`src/sv/tsnt_pkg.sv`:
```
`default_nettype none

package tsnt_pkg;

    localparam int DEFAULT_TABLE_DEPTH = 16;

    localparam int CMD_W    = 2;
    localparam int SCORE_W  = 32;
    localparam int STAMP_W  = 32;
    localparam int TAG_W    = 16;
    localparam int INDEX_W  = 4;
    localparam int STATUS_W = 2;
    localparam int POS_W    = 5;

    typedef enum logic [CMD_W-1:0] {
        CMD_INSERT = 2'd0,
        CMD_PROBE  = 2'd1,
        CMD_CLEAR  = 2'd2,
        CMD_READ   = 2'd3
    } t_cmd;

    typedef enum logic [STATUS_W-1:0] {
        ST_DONE  = 2'd0,
        ST_BELOW = 2'd1,
        ST_DUP   = 2'd2,
        ST_READ  = 2'd3
    } t_status;

    // One table slot as it is held in the table memory.
    typedef struct packed {
        logic [SCORE_W-1:0] score;
        logic [STAMP_W-1:0] stamp;
        logic               imported;
        logic [TAG_W-1:0]   tag;
    } t_entry;

    localparam int ENTRY_W = $bits(t_entry);

endpackage

`default_nettype wire

```
`src/sv/tsnt_req_if.sv`:
```
`default_nettype none

interface tsnt_req_if;
    logic                          valid;
    logic                          ready;
    logic [tsnt_pkg::CMD_W-1:0]    cmd;
    logic [tsnt_pkg::SCORE_W-1:0]  score;
    logic [tsnt_pkg::STAMP_W-1:0]  time_stamp;
    logic                          imported;
    logic [tsnt_pkg::TAG_W-1:0]    name_tag;
    logic [tsnt_pkg::INDEX_W-1:0]  entry_index;

    modport source (
        output valid, cmd, score, time_stamp, imported, name_tag, entry_index,
        input  ready
    );
    modport sink (
        input  valid, cmd, score, time_stamp, imported, name_tag, entry_index,
        output ready
    );
endinterface

interface tsnt_rsp_if;
    logic                          valid;
    logic                          ready;
    logic [tsnt_pkg::STATUS_W-1:0] status;
    logic [tsnt_pkg::POS_W-1:0]    position;
    logic [tsnt_pkg::SCORE_W-1:0]  entry_score;
    logic [tsnt_pkg::STAMP_W-1:0]  entry_stamp;
    logic                          entry_imported;
    logic [tsnt_pkg::TAG_W-1:0]    entry_tag;

    modport source (
        output valid, status, position, entry_score, entry_stamp, entry_imported, entry_tag,
        input  ready
    );
    modport sink (
        input  valid, status, position, entry_score, entry_stamp, entry_imported, entry_tag,
        output ready
    );
endinterface

`default_nettype wire

```
`src/sv/top_n_sorted_table.sv`:
```
`default_nettype none

// Sorted top-N table. Holds TABLE_DEPTH entries in descending order of score;
// a slot whose score is zero counts as empty.
// Requests arrive on i_req (valid/ready) with a command: insert, probe rank,
// clear table or read entry. Every request produces exactly one response on
// o_rsp (valid/ready) with a status, a position and, for a read, the slot.
// Insert and probe walk the table from the top, one slot per clock, through
// the single read port of the table memory; an insert writes the new entry
// at its rank and keeps walking to push each lower entry down by one slot.
// A placed insert, an insert that falls below the table and an unmatched
// probe walk the whole table; the walk stops early on a duplicate or a probe
// hit, and a read or a clear does not walk the table at all.
// The slot walk sets the rate: one request is in work at a time, so a new
// request is taken only once the previous response has been registered.
// The response sits in an output register, so the next request is accepted
// while it waits; if the receiver stalls, the following response is held
// inside the block and i_req.ready stays low until the output register frees up.
// Reset (synchronous, active low) clears the per-slot valid bits, which makes
// every slot read as an empty, all-zero entry. No memory sweep is needed.
module top_n_sorted_table #(
    parameter int TABLE_DEPTH = tsnt_pkg::DEFAULT_TABLE_DEPTH
) (
    input wire logic   i_clk,
    input wire logic   i_rst_n,
    tsnt_req_if.sink   i_req,
    tsnt_rsp_if.source o_rsp
);

    import tsnt_pkg::*;

    localparam int IDX_W = (TABLE_DEPTH > 1) ? $clog2(TABLE_DEPTH) : 1;
    localparam logic [IDX_W-1:0] IDX_LAST = IDX_W'(TABLE_DEPTH - 1);
    localparam logic [IDX_W:0] DEPTH_CODE = (IDX_W + 1)'(TABLE_DEPTH);
    localparam logic [POS_W-1:0] POS_NONE = POS_W'(DEPTH_CODE);

    typedef enum logic [3:0] {
        S_IDLE = 4'b0001,
        S_WALK = 4'b0010,
        S_READ = 4'b0100,
        S_RESP = 4'b1000
    } t_state;

    t_state r_state, n_state;

    // Request held for the duration of the walk.
    t_cmd               r_cmd, n_cmd;
    t_entry             r_new, n_new;

    // Walk control: r_idx is the slot whose data is on the memory output.
    logic [IDX_W-1:0]   r_idx, n_idx;
    logic               r_shift, n_shift;
    t_entry             r_carry, n_carry;

    // Slot valid bits; an invalid slot reads as an all-zero entry.
    logic [TABLE_DEPTH-1:0] r_slot_vld, n_slot_vld;

    // Response staged until the output register is free.
    t_status            r_res_status, n_res_status;
    logic [POS_W-1:0]   r_res_pos, n_res_pos;
    t_entry             r_res_entry, n_res_entry;

    // Output register.
    logic               r_out_vld, n_out_vld;
    t_status            r_out_status, n_out_status;
    logic [POS_W-1:0]   r_out_pos, n_out_pos;
    t_entry             r_out_entry, n_out_entry;

    // Table memory port.
    logic               ram_we;
    logic [IDX_W-1:0]   ram_waddr;
    t_entry             ram_wdata;
    logic [IDX_W-1:0]   ram_raddr;
    logic [ENTRY_W-1:0] ram_rdata;

    t_entry             slot;
    logic               req_acc;
    logic               out_free;
    logic               idx_last;
    logic [IDX_W+INDEX_W-1:0] read_idx_ext;

    tsnt_ram #(
        .WIDTH (ENTRY_W),
        .DEPTH (TABLE_DEPTH)
    ) u_table (
        .i_clk   (i_clk),
        .i_we    (ram_we),
        .i_waddr (ram_waddr),
        .i_wdata (ram_wdata),
        .i_raddr (ram_raddr),
        .o_rdata (ram_rdata)
    );

    assign i_req.ready = (r_state == S_IDLE);
    assign req_acc     = i_req.valid && i_req.ready;
    assign out_free    = !r_out_vld || o_rsp.ready;

    // Masking by the valid bit gives the all-zero contents of an empty slot.
    assign slot         = r_slot_vld[r_idx] ? t_entry'(ram_rdata) : '0;
    assign idx_last     = (r_idx == IDX_LAST);
    assign read_idx_ext = {{IDX_W{1'b0}}, i_req.entry_index};

    always_comb begin
        n_state      = r_state;
        n_cmd        = r_cmd;
        n_new        = r_new;
        n_idx        = r_idx;
        n_shift      = r_shift;
        n_carry      = r_carry;
        n_slot_vld   = r_slot_vld;
        n_res_status = r_res_status;
        n_res_pos    = r_res_pos;
        n_res_entry  = r_res_entry;

        ram_we    = 1'b0;
        ram_waddr = r_idx;
        ram_wdata = r_carry;
        // While walking, the next slot is fetched as the current one is used.
        ram_raddr = r_idx + 1'b1;

        unique case (r_state)
            S_IDLE: begin
                ram_raddr = '0;
                if (req_acc) begin
                    n_cmd          = t_cmd'(i_req.cmd);
                    n_new.score    = i_req.score;
                    n_new.stamp    = i_req.time_stamp;
                    n_new.imported = i_req.imported;
                    n_new.tag      = i_req.name_tag;
                    n_idx          = '0;
                    n_shift        = 1'b0;
                    n_res_entry    = '0;
                    unique case (t_cmd'(i_req.cmd))
                        CMD_INSERT, CMD_PROBE: begin
                            n_state = S_WALK;
                        end
                        CMD_CLEAR: begin
                            n_slot_vld   = '0;
                            n_res_status = ST_DONE;
                            n_res_pos    = '0;
                            n_state      = S_RESP;
                        end
                        CMD_READ: begin
                            if (int'(i_req.entry_index) < TABLE_DEPTH) begin
                                ram_raddr = read_idx_ext[IDX_W-1:0];
                                n_idx     = read_idx_ext[IDX_W-1:0];
                                n_state   = S_READ;
                            end else begin
                                n_res_status = ST_BELOW;
                                n_res_pos    = POS_NONE;
                                n_state      = S_RESP;
                            end
                        end
                        default: n_state = S_IDLE;
                    endcase
                end
            end

            S_WALK: begin
                n_idx = r_idx + 1'b1;
                if (r_shift) begin
                    // Push the entry displaced from the slot above into this one.
                    ram_we                = 1'b1;
                    ram_wdata             = r_carry;
                    n_slot_vld[r_idx]     = 1'b1;
                    n_carry               = slot;
                    if (idx_last) begin
                        n_state = S_RESP;
                    end
                end else if (r_cmd == CMD_INSERT) begin
                    if (r_new.score == slot.score && r_new.stamp == slot.stamp) begin
                        n_res_status = ST_DUP;
                        n_res_pos    = POS_NONE;
                        n_state      = S_RESP;
                    end else if (r_new.score > slot.score) begin
                        ram_we            = 1'b1;
                        ram_wdata         = r_new;
                        n_slot_vld[r_idx] = 1'b1;
                        n_carry           = slot;
                        n_shift           = 1'b1;
                        n_res_status      = ST_DONE;
                        n_res_pos         = POS_W'(r_idx);
                        if (idx_last) begin
                            n_state = S_RESP;
                        end
                    end else if (idx_last) begin
                        n_res_status = ST_BELOW;
                        n_res_pos    = POS_NONE;
                        n_state      = S_RESP;
                    end
                end else begin
                    // Probe: stop at the first slot with a lower score.
                    if (r_new.score > slot.score) begin
                        n_res_status = ST_DONE;
                        n_res_pos    = POS_W'(r_idx);
                        n_state      = S_RESP;
                    end else if (idx_last) begin
                        n_res_status = ST_BELOW;
                        n_res_pos    = POS_NONE;
                        n_state      = S_RESP;
                    end
                end
            end

            S_READ: begin
                n_res_status = ST_READ;
                n_res_pos    = POS_W'(r_idx);
                n_res_entry  = slot;
                n_state      = S_RESP;
            end

            S_RESP: begin
                if (out_free) begin
                    n_state = S_IDLE;
                end
            end

            default: n_state = S_IDLE;
        endcase
    end

    always_comb begin
        n_out_vld    = r_out_vld;
        n_out_status = r_out_status;
        n_out_pos    = r_out_pos;
        n_out_entry  = r_out_entry;
        if (r_out_vld && o_rsp.ready) begin
            n_out_vld = 1'b0;
        end
        if (r_state == S_RESP && out_free) begin
            n_out_vld    = 1'b1;
            n_out_status = r_res_status;
            n_out_pos    = r_res_pos;
            n_out_entry  = r_res_entry;
        end
    end

    always_ff @(posedge i_clk) begin
        if (!i_rst_n) begin
            r_state    <= S_IDLE;
            r_shift    <= 1'b0;
            r_slot_vld <= '0;
            r_out_vld  <= 1'b0;
        end else begin
            r_state    <= n_state;
            r_shift    <= n_shift;
            r_slot_vld <= n_slot_vld;
            r_out_vld  <= n_out_vld;
        end
    end

    always_ff @(posedge i_clk) begin
        r_cmd        <= n_cmd;
        r_new        <= n_new;
        r_idx        <= n_idx;
        r_carry      <= n_carry;
        r_res_status <= n_res_status;
        r_res_pos    <= n_res_pos;
        r_res_entry  <= n_res_entry;
        r_out_status <= n_out_status;
        r_out_pos    <= n_out_pos;
        r_out_entry  <= n_out_entry;
    end

    assign o_rsp.valid          = r_out_vld;
    assign o_rsp.status         = r_out_status;
    assign o_rsp.position       = r_out_pos;
    assign o_rsp.entry_score    = r_out_entry.score;
    assign o_rsp.entry_stamp    = r_out_entry.stamp;
    assign o_rsp.entry_imported = r_out_entry.imported;
    assign o_rsp.entry_tag      = r_out_entry.tag;

    // A clear request empties every slot by the next cycle.
    a_clear_empties: assert property (@(posedge i_clk) disable iff (!i_rst_n)
        (req_acc && i_req.cmd == CMD_CLEAR) |=> (r_slot_vld == '0))
        else $error("clear request left a slot valid");

    // Filled slots always form a run from the top, since entries only shift down.
    a_vld_prefix: assert property (@(posedge i_clk) disable iff (!i_rst_n)
        ((r_slot_vld & (r_slot_vld + 1'b1)) == '0))
        else $error("slot valid bits are not contiguous from the top");

    // The table memory is written only during a slot walk.
    a_write_in_walk: assert property (@(posedge i_clk) disable iff (!i_rst_n)
        ram_we |-> (r_state == S_WALK))
        else $error("table write outside the slot walk");

    // A staged response waits while the output register is still occupied.
    a_resp_holds: assert property (@(posedge i_clk) disable iff (!i_rst_n)
        (r_state == S_RESP && r_out_vld && !o_rsp.ready) |=> (r_state == S_RESP))
        else $error("staged response dropped while output was stalled");

endmodule

`default_nettype wire

```
`src/sv/tsnt_ram.sv`:
```
`default_nettype none

module tsnt_ram #(
    parameter int WIDTH = 8,
    parameter int DEPTH = 16,
    parameter int ADDR_W = (DEPTH > 1) ? $clog2(DEPTH) : 1
) (
    input  wire logic              i_clk,
    input  wire logic              i_we,
    input  wire logic [ADDR_W-1:0] i_waddr,
    input  wire logic [WIDTH-1:0]  i_wdata,
    input  wire logic [ADDR_W-1:0] i_raddr,
    output logic      [WIDTH-1:0]  o_rdata
);

    logic [WIDTH-1:0] r_mem [DEPTH];

    always_ff @(posedge i_clk) begin
        if (i_we) begin
            r_mem[i_waddr] <= i_wdata;
        end
        o_rdata <= r_mem[i_raddr];
    end

endmodule

`default_nettype wire

```
`src/flat_wrapper.sv`:
```
// flat-port wrapper written by rule: the top's interface ports become plain ports
module top_n_sorted_table_flat import tsnt_pkg::*;
#(
    parameter int TABLE_DEPTH = tsnt_pkg::DEFAULT_TABLE_DEPTH
)
  (i_clk, i_rst_n, i_req_valid, i_req_cmd, i_req_score, i_req_time_stamp, i_req_imported, i_req_name_tag, i_req_entry_index, i_req_ready, o_rsp_valid, o_rsp_status, o_rsp_position, o_rsp_entry_score, o_rsp_entry_stamp, o_rsp_entry_imported, o_rsp_entry_tag, o_rsp_ready);
  tsnt_req_if i_req_i ();
  tsnt_rsp_if o_rsp_i ();
  input wire logic i_clk;
  input wire logic i_rst_n;
  input wire logic [$bits(i_req_i.valid)-1:0] i_req_valid;
  input wire logic [$bits(i_req_i.cmd)-1:0] i_req_cmd;
  input wire logic [$bits(i_req_i.score)-1:0] i_req_score;
  input wire logic [$bits(i_req_i.time_stamp)-1:0] i_req_time_stamp;
  input wire logic [$bits(i_req_i.imported)-1:0] i_req_imported;
  input wire logic [$bits(i_req_i.name_tag)-1:0] i_req_name_tag;
  input wire logic [$bits(i_req_i.entry_index)-1:0] i_req_entry_index;
  output wire logic [$bits(i_req_i.ready)-1:0] i_req_ready;
  output wire logic [$bits(o_rsp_i.valid)-1:0] o_rsp_valid;
  output wire logic [$bits(o_rsp_i.status)-1:0] o_rsp_status;
  output wire logic [$bits(o_rsp_i.position)-1:0] o_rsp_position;
  output wire logic [$bits(o_rsp_i.entry_score)-1:0] o_rsp_entry_score;
  output wire logic [$bits(o_rsp_i.entry_stamp)-1:0] o_rsp_entry_stamp;
  output wire logic [$bits(o_rsp_i.entry_imported)-1:0] o_rsp_entry_imported;
  output wire logic [$bits(o_rsp_i.entry_tag)-1:0] o_rsp_entry_tag;
  input wire logic [$bits(o_rsp_i.ready)-1:0] o_rsp_ready;
  assign i_req_i.valid = i_req_valid;
  assign i_req_i.cmd = i_req_cmd;
  assign i_req_i.score = i_req_score;
  assign i_req_i.time_stamp = i_req_time_stamp;
  assign i_req_i.imported = i_req_imported;
  assign i_req_i.name_tag = i_req_name_tag;
  assign i_req_i.entry_index = i_req_entry_index;
  assign i_req_ready = i_req_i.ready;
  assign o_rsp_valid = o_rsp_i.valid;
  assign o_rsp_status = o_rsp_i.status;
  assign o_rsp_position = o_rsp_i.position;
  assign o_rsp_entry_score = o_rsp_i.entry_score;
  assign o_rsp_entry_stamp = o_rsp_i.entry_stamp;
  assign o_rsp_entry_imported = o_rsp_i.entry_imported;
  assign o_rsp_entry_tag = o_rsp_i.entry_tag;
  assign o_rsp_i.ready = o_rsp_ready;
  top_n_sorted_table #(.TABLE_DEPTH(TABLE_DEPTH)) u_core (.i_clk(i_clk), .i_rst_n(i_rst_n), .i_req(i_req_i), .o_rsp(o_rsp_i));
endmodule
```
`config.mk`:
```
export PLATFORM = sky130hd
export DESIGN_NAME = top_n_sorted_table_flat
export DESIGN_NICKNAME = d
export VERILOG_FILES = /design/src/sv/tsnt_pkg.sv /design/src/sv/tsnt_req_if.sv /design/src/sv/top_n_sorted_table.sv /design/src/sv/tsnt_ram.sv /design/src/flat_wrapper.sv
export SDC_FILE = /design/constraint.sdc
export NUM_CORES = 2
export LEC_CHECK = 0
export ABC_AREA = 1
export BUFFER_PORTS_ARGS = -buffer_cell sky130_fd_sc_hd__buf_2
export CAP_MARGIN = 10
export CORE_MARGIN = 1.5
export CORE_UTILIZATION = 45
export DETAILED_ROUTE_END_ITERATION = 10
export GPL_TIMING_DRIVEN = 0
export PLACE_DENSITY_LB_ADDON = 0.05
export SLEW_MARGIN = 20
export SYNTH_ARGS = -nofsm -noshare
export SYNTH_HDL_FRONTEND = slang
export SYNTH_SLANG_ARGS = --single-unit
```
`constraint.sdc`:
```
create_clock -name i_clk -period 15 [get_ports i_clk]
set_input_delay 2.25 -clock i_clk [delete_from_list [all_inputs] [get_ports i_clk]]
set_output_delay 2.25 -clock i_clk [all_outputs]
set_load 0.02 [all_outputs]
```
-- After elaboration in Yosys (flattened, before gate mapping)
Memory sizes are Yosys's and may differ from the RTL's. A register that Yosys moved wholly into a read port is not among the register bits.
Index checks and enable logic that the tools add are counted.
- register bits: 366
- RAM bits: 1296
- memories: 1
- $add $sub $neg: 1
- order comparisons: 3
- eq/ne operators: 18
- mux-type cells: 64
- bitwise logic cells: 1
- reductions and logical operators: 23
- memories (memory ; words ; width ; read ports ; clocked after Yosys merged registers in ; wr ports ; line ; source):
    u_core.u_table.r_mem ; 16 ; 81 ; 1 ; 1 ; 1 ; tsnt_ram.sv:16 ; logic [WIDTH-1:0] r_mem [DEPTH];
- operators with widths (kind ; number):
    $mux W81 ; 11
    $pmux W81 S2 ; 1
    $mux W16 ; 6
    $eq A32 B32 Y1 ; 2
    $mux W4 ; 11
    $mux W5 ; 7
    $gt A32 B32 Y1 ; 1
    $pmux W16 S2 ; 1
    $or A16 B16 Y16 ; 1
    $pmux W4 S4 ; 1
    $pmux W5 S3 ; 1
    $mux W2 ; 7
    $mux W1 ; 12
    $pmux W4 S3 ; 1
    $reduce_bool A2 Y1 ; 5
    $eq A4 B4 Y1 const B ; 2
    $pmux W4 S2 ; 1
    $reduce_and A2 Y1 ; 4
    $reduce_and A4 Y1 ; 2
    $ne A2 B2 Y1 const B ; 3
    $ne A3 B1 Y1 const B ; 2
    $pmux W2 S3 ; 1
    $reduce_and A6 Y1 ; 1
    $logic_and A1 B1 Y1 ; 5
    other kinds (18) ; 21

-- Depth between registers and ports, before layout
- depth after elaboration: 11
- gate-level depth with buffers: 30
- mapped depth without buffers: 25

-- By module
Synthesis repeated with hierarchy kept, for this count alone.
- cells, all modules: 6567
- area total of the unflattened synthesis: 72689.7 µm²
- by module, submodules not included (module ; instances ; cells an instance ; area each (µm²)):
    tsnt_ram ; 1 ; 5319 ; 57341.2
    top_n_sorted_table ; 1 ; 1248 ; 15348.5

-- Least setup slack after synthesis
Ideal clock, no wire load.
- kind: reg2reg
- start: register u_core.r_idx[0]
- end: memory u_core.u_table.r_mem[0][0] (netlist name) (enable)
- arrival time: 10.969 ns
- setup slack: 3.311 ns
- cell stages (with the launch flop): 26
- buffers on the path: 4
- period minus slack after synthesis: 11.689 ns
- cell sequence: edfxtp_1 > inv_2 > buf_6 > nand2_1 > nand3_1 > nand2_1 > nand2_1 > nand2_4 > nor2_8 > buf_2 > clkbuf_1 > clkbuf_1 > nor2_1 > ha_1 > nor2_1 > nor2_1 > o21a_1 > o221ai_1 > nand2_1 > nand3_1 > nand2_1 > a21oi_1 > nand2_1 > inv_1 > o21ai_1 > nor4_1
- RTL lines (element ; line ; source):
    start, declared ; top_n_sorted_table.sv:51 ; logic [IDX_W-1:0] r_idx, n_idx;
    start signal, assigned ; top_n_sorted_table.sv:255 ; r_idx <= n_idx;
    end, declared ; tsnt_ram.sv:16 ;

==> flow_summary.ini <==
[clock_tree]
h-tree-depth = 4
postCtsSetupBuffers = 0
cts-hold-fix-buffers = 0
clockBufferDepth = 3
cts.sinks = 1743
root_buffer = clkbuf_16
clk-insertion-delay-late_ns = 0.81
cts_tree = done
ctsResizeCount = 0
cts_buffers = 185
clkTransAtPathRegs_ns = 0.06

[timing]
relSlewSlack_pct = 22.1
fmax_mhz = 99.4
post-route-min-period_ns = 10.06
finalHoldViolations = 0
setup_violations = 0
worstMarginPinSlew_ns = 1.17
maxSlewViolCount = 0
worst_slack_ns = 4.94
rsz0062_at_grt = no
finalCritPeriodShare_pct = 67.1
fin_skew_ns = 0.0236

[logic_synthesis]
ys_warn_count = 0
ys_ff_latch = 1743
synth_top_area_cell = edfxtp_1
post_synth_inst_count = 5601
synth_top_area_share_pct = 70.5
synth_cell_types = 36
synth_fp_nets = 5728
synth.area.top_cells = edfxtp_1, o211ai_1, nand2_1
ys_seq_area_share_pct = 73.4
synth_area_per_cell_um2 = 12.5
syn_area_um2 = 69900

[routing]
drt-total-wl_um = 215000
dr_total_vias = 45300
dr_wl_met3_um = 16800
drt-met1-wl_um = 94500
routed.top_layer = met5
remaining_drc_errors = 0
drt_iter0_markers = 4660
drt-pass1-iter-count = 6
wire_per_inst_um = 25.5
wl_met2_um = 98500
ant_nets = 0
vias_per_cell = 5.37

[floorplan]
rows = 144
initial_core_util_pct = 45.4
die_w_um = 397
die-area_um2 = 158000
die_h_um = 397
io_pins = 181
core_area_um2 = 154000

[final_layout]
multi_input_comb_area_um2 = 14000
drive_gt1_share_pct = 14.5
regArea_um2 = 51300
nets = 6347
utilization_pct = 52.8
syn2layout_area_growth_pct = 16.4
fin_area_um2 = 81400
nFillCells = 13200

[placement]
place_ws_ns = 4.93
placed_area_um2 = 75500
io_buffer_count = 180
routabilityCongestion = 0.848
detailed_place_hpwl_um = 154000

[global_routing]
antenna_found_initial = 15
grt_start_max_net_pins = 42
grt_pass1_vias = 43300
grt_pass1_wl_um = 307000
overflow = 0
grt_use_total_pct = 27.2

[worst_setup_path]
worstPathRequired_ns = 15.35
crit_path_max_incr_delay_ns = 0.97
cp-start-kind = register
critPathBufInv = 10
cp_common_cell = nand2_1
crit_family = buffers and inverters
cp.arrival_ns = 10.41
path_class = reg -> reg
crit_fanout = 16
end_kind = register
cpMaxStageDelayCell = clkinv_1

[run_status]
status = complete, no violations

[min_path]
hold_class = reg -> reg

[power_and_ir_drop]
vdd_drop_max_uv = 138
p_total_uw = 12800
cellPowerDensity_nw_per_um2 = 158
total_leakage_power_uw = 0.0305

[run]
maxCapViolCount = 0
-- per-stage QoR --
stage                     setup TNS (ns)  std cells  hold WS, ns
final                                  0       8434        0.407
after global routing                   0       8422        0.421
after CTS                              0       8421        0.409
after detailed placement               0       8077        0.405
after global placement          -6496.76       7825        0.401
after floorplan                        0       5601        0.400
-- worst paths after layout --
kind                               start                     endpoint  slack, ns  cells past startpoint
setup / recovery         u_core.r_idx[0]  u_core.u_table.r_mem[4][16]       4.94                     26
hold / removal    u_core.r_res_entry[12]   u_core.o_rsp.entry_tag[12]       0.41                      0
setup reg to reg         u_core.r_idx[0]  u_core.u_table.r_mem[4][16]       4.94                     26
hold reg to reg   u_core.r_res_entry[12]   u_core.o_rsp.entry_tag[12]       0.41                      0
-- metal layers --
layer	up-vias	global-route usage, %
li1	21000	-
met1	22300	39.7
met3	288	3.97
met4	2	7.20
met2	1819	42.9
met5	-	0
-- cell families (layout without fill, tap and decap cells) --
family	after synthesis	count (layout)	share of synthesized area [%]
xor+xnor	2	2	0.0251
fa+ha+maj	36	36	0.645
flops	1743	1743	73.4
buf+inv	1178	1954	6.68
mux	1	1	0.0161
simple gates	1881	1881	11.4
compound gates	760	760	7.81
other cells	0	13	0
-- where the power goes --
part / leakage [uW] / internal, uW / switching [uW]
combinational: 0.0120 / 729 / 2060
clock: 0.00281 / 2490 / 1920
sequential: 0.0157 / 5520 / 97.1
total: 0.0305 / 8740 / 4080
-- flip-flops by register name, summed over array words and instances, names as in the netlist --
register and flops:
u_core.r_shift 1, u_core.o_rsp.status 2, u_core.u_table.o_rdata 81, u_core.r_cmd 2, u_core.o_rsp.valid 1, u_core.r_res_entry 81, u_core.r_res_status 2, u_core.r_new 81
u_core.u_table.r_mem 1296, u_core.r_carry 81, u_core.r_idx 4, u_core.o_rsp.position 5, u_core.o_rsp.entry_imported 1, u_core.r_state 4, u_core.o_rsp.entry_score 32, u_core.o_rsp.entry_stamp 32
u_core.r_slot_vld 16, u_core.o_rsp.entry_tag 16, u_core.r_res_pos 5
-- cells in the final DEF (no fill, tap or decap), types with 4 or more instances in the layout --
master / count
nand2_4: 4
nand3_1: 541
edfxtp_1: 1640
dfxtp_1: 103
clkinv_2: 34
o22ai_1: 4
nor2_1: 152
nand3b_1: 5
clkbuf_8: 6
buf_16: 8
clkbuf_1: 167
o21ai_2: 11
buf_6: 29
clkbuf_16: 187
nor3_1: 38
inv_1: 849
nor2_2: 16
buf_12: 8
diode_2: 13
o211ai_1: 648
inv_6: 4
clkinvlp_4: 7
ha_1: 36
buf_2: 404
buf_1: 39
bufinv_16: 9
clkinv_1: 31
buf_4: 145
o21ai_0: 26
o21ai_1: 28
nand2_2: 4
clkinv_8: 8
nand2_1: 1089
inv_2: 11
nand4_1: 10
nor3_2: 12
clkbuf_2: 6
a21oi_1: 35
nor4_2: 5
-- cells in the mapped netlist, drive strengths merged --
cell type and n:
ha 36, o221ai 1, nand4 10, nor2 171
a22oi 1, o211ai 648, a21oi 35, edfxtp 1640
nor3 50, nor4 7, mux2 1, clkinv 2
a211oi 2, nand3 541, xor2 2, inv 861
o21a 2, nand2 1097, buf 201, dfxtp 103
o22ai 4, clkbuf 114, o21ai 65, nand3b 5
a31oi 2
-- cell type report --
class | count | share of cell area, %
flip-flops and latches | 1743 | 63.1
multi-input cells | 2680 | 17.3
clock buffers | 252 | 6.13
inverters | 863 | 3.99
repair buffers | 432 | 3.64
well taps | 2044 | 3.14
plain buffers | 315 | 1.77
clock inverters | 92 | 0.981
diodes | 13 | 0.0400
(Power assumes the default switching activity.)
